**src/rtl/mtpc_pkg.sv**
```systemverilog
`default_nettype none

package mtpc_pkg;

   localparam int unsigned WordWidth = 32;

   localparam logic [WordWidth-1:0] GoldenMult   = 32'h9E37_79B9;
   localparam logic [WordWidth-1:0] GoldenMask   = 32'hA5A5_A5A5;
   localparam logic [WordWidth-1:0] MurmurInMask = 32'hC3C3_C3C3;
   localparam logic [WordWidth-1:0] MurmurMult1  = 32'h85EB_CA6B;
   localparam logic [WordWidth-1:0] MurmurMult2  = 32'hC2B2_AE35;
   localparam logic [WordWidth-1:0] MurmurOutMask = 32'h5A5A_5A5A;
   localparam logic [WordWidth-1:0] CountMax     = '1;

   localparam logic PatGolden = 1'b0;
   localparam logic PatMurmur = 1'b1;

   localparam logic ActGenerate = 1'b0;
   localparam logic ActCheck    = 1'b1;

   // configuration port
   localparam int unsigned CsrAddrWidth = 3;
   localparam int unsigned CsrDataWidth = 32;
   localparam logic        CsrIdxPattern = 1'b0;

   typedef struct packed {
      logic                 action;
      logic [WordWidth-1:0] word_index;
      logic [WordWidth-1:0] read_data;
      logic                 start_of_pass;
      logic                 last_of_pass;
   } req_type;

   typedef struct packed {
      logic [WordWidth-1:0] pattern_word;
      logic                 word_mismatch;
      logic                 pass_ok;
      logic [WordWidth-1:0] mismatch_total;
      logic [WordWidth-1:0] first_bad_index;
      logic [WordWidth-1:0] first_bad_expected;
      logic [WordWidth-1:0] first_bad_actual;
      logic                 pass_complete;
   } rsp_type;

   typedef struct packed {
      logic load;    // capture the input beat and prepare the first hash operand
      logic mul1;    // first multiply
      logic mul2;    // second multiply, murmur pattern only
      logic finish;  // compare, update pass state, load the output register
   } cmd_type;

   typedef struct packed {
      logic pattern_sel;
      logic out_free;
   } sts_type;

endpackage

`default_nettype wire

```
**src/rtl/mtpc_datapath.sv**
```systemverilog
`default_nettype none

module mtpc_datapath (
   input  wire logic                                 clock,
   input  wire logic                                 reset,
   input  wire mtpc_pkg::req_type                    req_data,
   input  wire mtpc_pkg::cmd_type                    cmd,
   output mtpc_pkg::sts_type                         sts,
   input  wire logic                                 cfg_write,
   input  wire logic                                 cfg_pattern,
   output logic                                      rsp_valid,
   input  wire logic                                 rsp_stall,
   output mtpc_pkg::rsp_type                         rsp_data
);
   import mtpc_pkg::*;

   logic                 pattern_sel_ff, pattern_sel_in;
   req_type              item_ff, item_in;
   logic [WordWidth-1:0] work_ff, work_in;

   logic                 pass_flag_ff, pass_flag_in;
   logic [WordWidth-1:0] count_ff, count_in;
   logic [WordWidth-1:0] first_index_ff, first_index_in;
   logic [WordWidth-1:0] first_expected_ff, first_expected_in;
   logic [WordWidth-1:0] first_actual_ff, first_actual_in;

   logic                 rsp_valid_ff, rsp_valid_in;
   rsp_type              rsp_data_ff, rsp_data_in;

   logic [WordWidth-1:0] mixed_index;
   logic [WordWidth-1:0] prep_word;
   logic [WordWidth-1:0] mul_a;
   logic [WordWidth-1:0] mul_b;
   logic [WordWidth-1:0] mul_prod;
   logic [WordWidth-1:0] expect_word;
   logic                 bad;

   assign mixed_index = req_data.word_index ^ MurmurInMask;

   always_comb begin
      if (pattern_sel_ff == PatMurmur) begin
         prep_word = mixed_index ^ (mixed_index >> 16);
      end else begin
         prep_word = req_data.word_index ^ (req_data.word_index >> 16);
      end
   end

   // one shared multiplier, low half of the product only
   always_comb begin
      if (cmd.mul2) begin
         mul_a = work_ff ^ (work_ff >> 13);
         mul_b = MurmurMult2;
      end else begin
         mul_a = work_ff;
         mul_b = (pattern_sel_ff == PatMurmur) ? MurmurMult1 : GoldenMult;
      end
   end

   assign mul_prod = WordWidth'(mul_a * mul_b);

   always_comb begin
      if (pattern_sel_ff == PatMurmur) begin
         expect_word = work_ff ^ (work_ff >> 16) ^ MurmurOutMask;
      end else begin
         expect_word = work_ff ^ GoldenMask;
      end
   end

   assign bad = (item_ff.action == ActCheck) && (item_ff.read_data != expect_word);

   always_comb begin
      pattern_sel_in    = cfg_write ? cfg_pattern : pattern_sel_ff;
      item_in           = cmd.load ? req_data : item_ff;
      work_in           = work_ff;
      pass_flag_in      = pass_flag_ff;
      count_in          = count_ff;
      first_index_in    = first_index_ff;
      first_expected_in = first_expected_ff;
      first_actual_in   = first_actual_ff;
      rsp_data_in       = rsp_data_ff;
      rsp_valid_in      = rsp_valid_ff && rsp_stall;

      if (cmd.load) begin
         work_in = prep_word;
         if (req_data.start_of_pass) begin
            pass_flag_in      = 1'b1;
            count_in          = '0;
            first_index_in    = '0;
            first_expected_in = '0;
            first_actual_in   = '0;
         end
      end

      if (cmd.mul1 || cmd.mul2) begin
         work_in = mul_prod;
      end

      if (cmd.finish) begin
         if (bad) begin
            if (pass_flag_ff) begin
               first_index_in    = item_ff.word_index;
               first_expected_in = expect_word;
               first_actual_in   = item_ff.read_data;
            end
            pass_flag_in = 1'b0;
            if (count_ff != CountMax) begin
               count_in = count_ff + 1'b1;
            end
         end
         rsp_valid_in                   = 1'b1;
         rsp_data_in.pattern_word       = expect_word;
         rsp_data_in.word_mismatch      = bad;
         rsp_data_in.pass_ok            = pass_flag_in;
         rsp_data_in.mismatch_total     = count_in;
         rsp_data_in.first_bad_index    = first_index_in;
         rsp_data_in.first_bad_expected = first_expected_in;
         rsp_data_in.first_bad_actual   = first_actual_in;
         rsp_data_in.pass_complete      = item_ff.last_of_pass;
      end
   end

   assign sts.pattern_sel = pattern_sel_ff;
   assign sts.out_free    = !rsp_valid_ff || !rsp_stall;
   assign rsp_valid       = rsp_valid_ff;
   assign rsp_data        = rsp_data_ff;

   always_ff @(posedge clock) begin
      if (reset) begin
         pattern_sel_ff    <= PatGolden;
         pass_flag_ff      <= 1'b1;
         count_ff          <= '0;
         first_index_ff    <= '0;
         first_expected_ff <= '0;
         first_actual_ff   <= '0;
         rsp_valid_ff      <= 1'b0;
      end else begin
         pattern_sel_ff    <= pattern_sel_in;
         pass_flag_ff      <= pass_flag_in;
         count_ff          <= count_in;
         first_index_ff    <= first_index_in;
         first_expected_ff <= first_expected_in;
         first_actual_ff   <= first_actual_in;
         rsp_valid_ff      <= rsp_valid_in;
      end
   end

   always_ff @(posedge clock) begin
      item_ff     <= item_in;
      work_ff     <= work_in;
      rsp_data_ff <= rsp_data_in;
   end

endmodule

`default_nettype wire

```
**config.mk**
```make
export PLATFORM = sky130hd
export DESIGN_NAME = mtpc_datapath
export DESIGN_NICKNAME = d
export VERILOG_FILES = /design/src/rtl/mtpc_pkg.sv /design/src/rtl/mtpc_datapath.sv
export SDC_FILE = /design/constraint.sdc
export NUM_CORES = 2
export LEC_CHECK = 0
export ABC_AREA = 1
export BUFFER_PORTS_ARGS = -buffer_cell sky130_fd_sc_hd__buf_4
export CAP_MARGIN = 20
export CORE_MARGIN = 4
export CORE_UTILIZATION = 57
export DETAILED_ROUTE_END_ITERATION = 10
export GPL_ROUTABILITY_DRIVEN = 0
export PLACE_DENSITY = 0.79
export SETUP_SLACK_MARGIN = 0.1
export SYNTH_ARGS = -nofsm -noshare
export SYNTH_HDL_FRONTEND = slang
export SYNTH_SLANG_ARGS = --single-unit
export TNS_END_PERCENT = 5
```
**constraint.sdc**
```tcl
create_clock -name clock -period 8.9 [get_ports clock]
set_input_delay 2.225 -clock clock [delete_from_list [all_inputs] [get_ports clock]]
set_output_delay 2.225 -clock clock [all_outputs]
set_load 0.02 [all_outputs]
```
==> Word level (Yosys, flattened, before mapping) <==
Index checks and enable logic that the tools add are counted.
{ "totals": {"regBits": 392, "in_bits": 76, "out_inout_bits": 166} }
{ "op_classes": {"addsub": 1, "mul": 1, "eq_ne": 2, "mux": 32, "bitwise_logic": 7, "n_reduce_logical": 7} }
{ "op_table": {"columns": ["operator", "n"], "rows": [
  ["32-bit 2-to-1 mux", 26],
  ["32-bit by 16-bit XOR with 32-bit output", 3],
  ["16-bit inverter", 3],
  ["32-bit by 1-bit adder with 32-bit output, second input constant", 1],
  ["32-bit by 32-bit multiplier with 32-bit output", 1],
  ["32-bit inequality test", 1],
  ["32-bit inequality test, second input constant", 1],
  ["32-bit by 19-bit XOR with 32-bit output", 1],
  ["29-bit 2-to-1 mux", 1],
  ["1-bit 2-to-1 mux", 5],
  ["1-bit logical AND", 2],
  ["1-bit zero test", 2],
  ["1-bit logical OR", 2],
  ["2-bit nonzero test", 1]
]} }

==> Depth between registers and ports, before layout <==
{ "logic_depth": {"word_depth": 7, "ltp_mapped": 42} }

==> Worst setup path before layout <==
OpenSTA, ideal clock, no wires.
{ "synth_path": {"path_type": "in2reg", "start": "input port cmd[1] (netlist name)", "end": "register work_ff[30] (data pin)", "arrival_time_ns": 9.209, "required_ns": 8.640, "slack_ns": -0.569, "path_stages": 30, "n_path_buf": 4, "path_cell_list": "buf_2 -> buf_1 -> clkbuf_1 -> clkbuf_1 -> nor2_1 -> nor2_1 -> inv_1 -> nand2_1 -> inv_1 -> fa_1 -> fa_1 -> inv_1 -> fa_1 -> inv_1 -> fa_1 -> inv_1 -> fa_1 -> fa_1 -> inv_1 -> fa_1 -> fa_1 -> ha_1 -> inv_1 -> nor3_1 -> nand2_1 -> o2111a_1 -> nand2_1 -> nand2_1 -> nand2_1 -> o21ai_0"} }
{ "synth_between": {"elab_chain_cells": 3, "elab_cells_between_ends": 5} }
{ "synth_rtl": {"columns": ["item", "line_no", "source"], "rows": [
  ["start, declared", "mtpc_datapath.sv:7", "input wire mtpc_pkg::cmd_type cmd,"],
  ["32-bit 2-to-1 mux", "mtpc_datapath.sv:50", "if (cmd.mul2) begin"],
  ["32-bit by 32-bit multiplier with 32-bit output", "mtpc_datapath.sv:59", "assign mul_prod = WordWidth'(mul_a * mul_b);"],
  ["32-bit 2-to-1 mux (*)", "mtpc_datapath.sv:94", "if (cmd.mul1 || cmd.mul2) begin"],
  ["net work_in[30]", "mtpc_datapath.sv:19", "logic [WordWidth-1:0] work_ff, work_in;"],
  ["end signal, assigned", "mtpc_datapath.sv:149", "work_ff <= work_in;"],
  ["end, declared", "mtpc_datapath.sv:19", null]
]} }
The timed path passes the listed nets; every way through them passes the cells marked *.
A chain may end at the register's enable or synchronous reset.

==> Worst setup path in the final report <==
{ "layout_path": {"start": "input port cmd[1] (netlist name)", "end": "register work_ff[29] (data pin)"} }
The elaborated chain is that of the path after synthesis.

==> out/metrics.yaml <==
vias: 29300
dpl_cell_area_um2: 37700
ff2ff_path_depth: 26
whs_path_depth: 0
whs_ns: 0.423
drt_wl_total_mm: 105
path_max_fanout: 19
rsz0062_at_grt: "true"
grt_pass1_wl_mm: 162
setup_ws_ns: 0.334
relSlewSlack: 0.205
finClkSkew_ns: 0.0297
crit_path_end_kind: "flop"
synth_most_common_cell: "nand2_1"
synth_fp_nets: 4658
yosys_warnings: 0
synth.area.top_cells: "fa_1 24%, edfxtp_1 23%, nand2_1 11%, inv_1 9.6%, dfxtp_1 7.8%"
rows: 88
synth_seq_cells: 392
hold_viol: 0
htreeDepth: 2
tightest_slew_ns: 1.19
slew_violations: 0
syn_area_um2: 33500
drive_gt1_frac: 0.141
final_core_util: 0.675
clock_path_buffers: 3
ys_types: 40
dp_hpwl_mm: 82.1
avgSynthCellArea_um2: 8.27
worstPathArrival_ns: 8.99
drtPass1Iterations: 8
clock-root-buffer: "clkbuf_16"
cts_buffers: 42
routed_via_density: 5.59
dieArea_um2: 62800
antenna_found_initial: 5
grt_util_all_layers: 0.333
worstSetupPathType: "in -> reg"
start_util: 0.579
area_delta_synth_final_pct: 16.7
synth_edf_count: 261
synth_top_area_frac: 0.235
cts_tree: "built"
dp_slack_ns: -0.297
core_um2: 57900
synth_area_leader_cell: "fa_1"
fin_nets: 5040
hp-class: "reg -> reg"
ios: 242
fillers: 4509
seqCellArea_um2: 10500
die_y_um: 251
grt_max_degree: 99
syn_inst: 4056
synth-seq-area-share: 0.312
required_ns: 9.32
yosys_most_used_dff: "edfxtp_1"
antenna_left: 0
setup_violations: 0
synth_common_cells: "1014 x nand2_1, 859 x inv_1, 394 x fa_1, 352 x nand3_1, 261 x edfxtp_1"
drc: 0
cts_sinks: 392
clk-insertion-delay-late_ns: 0.58
grt_overflow: 0
avgRoutedWirePerCell_um: 20.1
status: "completed"
timing.fmax_mhz: 117
portBuffers: 241
multi_input_area_um2: 19300
fp.dieW_um: 251
fin_crit_sh: 0.962
clk_pin_slew_ns: 0.06
synthArstFlopShare: 0
fin_crit_ns: 8.57
cts_hold_buf: 0
setup.worst_path.start_class: "input port"
final_area_um2: 39100
grt_pass1_vias: 28300
drt-initial-drc-count: 3417
maxCapViolations: 0
-- flip-flops by register name (all words and copies together), names as in the netlist --
| register | count |
|---|---|
| pattern_sel_ff | 1 |
| first_index_ff | 32 |
| pass_flag_ff | 1 |
| first_expected_ff | 32 |
| work_ff | 32 |
| rsp_data | 163 |
| count_ff | 32 |
| item_ff | 66 |
| first_actual_ff | 32 |
| rsp_valid | 1 |
-- cells by family (layout without fill, tap and decap cells) --
kind of cell               after synthesis  count (layout)  synth area share
AOI/OAI and AO/OA                      323             323            0.0506
xor gates and xnor gates                98              98            0.0256
adders and majority gates              526             526             0.284
buffers and inverters                 1019            1435             0.118
DFF                                    392             392             0.312
other                                    1               3          0.000112
and+or+nand+nor                       1697            1697             0.209
-- routing by layer --
metal  track usage  vias to the layer above  routed length (um)
li1              -                    13200                   -
met1         0.431                    13800               37900
met2         0.510                     1847               47000
met3        0.0798                      431               12300
met4         0.201                        6                8230
met5             0                        -                  33
-- per-stage QoR --
step           setup TNS, ns  instances
2_1_floorplan              0       4056
3_3_place_gp          -0.367       5159
3_5_place_dp           -2.09       5159
4_1_cts                    0       5237
5_1_grt                    0       5237
6_report                   0       5239
-- cell type report --
| cell class | instances | share of cell area |
|---|---|---|
| Sequential cell | 392 | 0.268 |
| Timing Repair Buffer | 494 | 0.0950 |
| Multi-Input combinational cell | 2645 | 0.495 |
| Tap cell | 765 | 0.0245 |
| Clock inverter | 18 | 0.00486 |
| Antenna cell | 2 | 0.000128 |
| Inverter | 863 | 0.0828 |
| Clock buffer | 60 | 0.0306 |
-- timing repair --
item,4_1_cts,5_1_grt
resized for setup,0,6
endpoints found under the hold margin,0,0
buffers inserted,0,0
setup endpoints to repair,0,15
-- critical path, cell delays in order --
cell      delay (ns)
buf_4           0.15
inv_1           0.13
nand2_1         0.10
buf_4           0.27
nor2_1          0.13
nor2_1          0.20
inv_1           0.14
ha_1            0.33
a21o_1          0.22
fa_1            0.50
fa_1            0.55
inv_1           0.05
fa_1            0.48
inv_1           0.05
ha_1            0.27
ha_1            0.29
fa_1            0.50
fa_1            0.42
ha_1            0.33
a21oi_1         0.16
a21boi_0        0.29
buf_4           0.18
nor2_1          0.04
o21ai_0         0.14
nand3_1         0.18
a31o_2          0.25
or2_2           0.26
a31oi_1         0.14
-- placed cells by master, fill, tap and decap left out, drive strengths merged, types with 9 or more instances in the layout --
cell type,n
nand4,21
nor4,14
ha,132
nand3b,11
fa,394
xor2,56
o22ai,9
dfxtp,131
or2,21
edfxtp,261
a21oi,136
nor3,18
inv,864
nor2,244
nand3,352
o21ai,152
nand2,1015
clkinv,13
buf,494
xnor2,42
clkbuf,60
-- path summary, 6_finish.rpt --
path / slack (ns) / to / from
min: 0.42 / rsp_data[0] / item_ff[0]
min reg2reg: 0.42 / rsp_data[0] / item_ff[0]
max: 0.33 / work_ff[29] / cmd[1]
max reg2reg: 1.14 / work_ff[29] / work_ff[21]
Power is not shown: default switching activity piles up to over one toggle a cycle in this logic, so the estimate is an artifact.
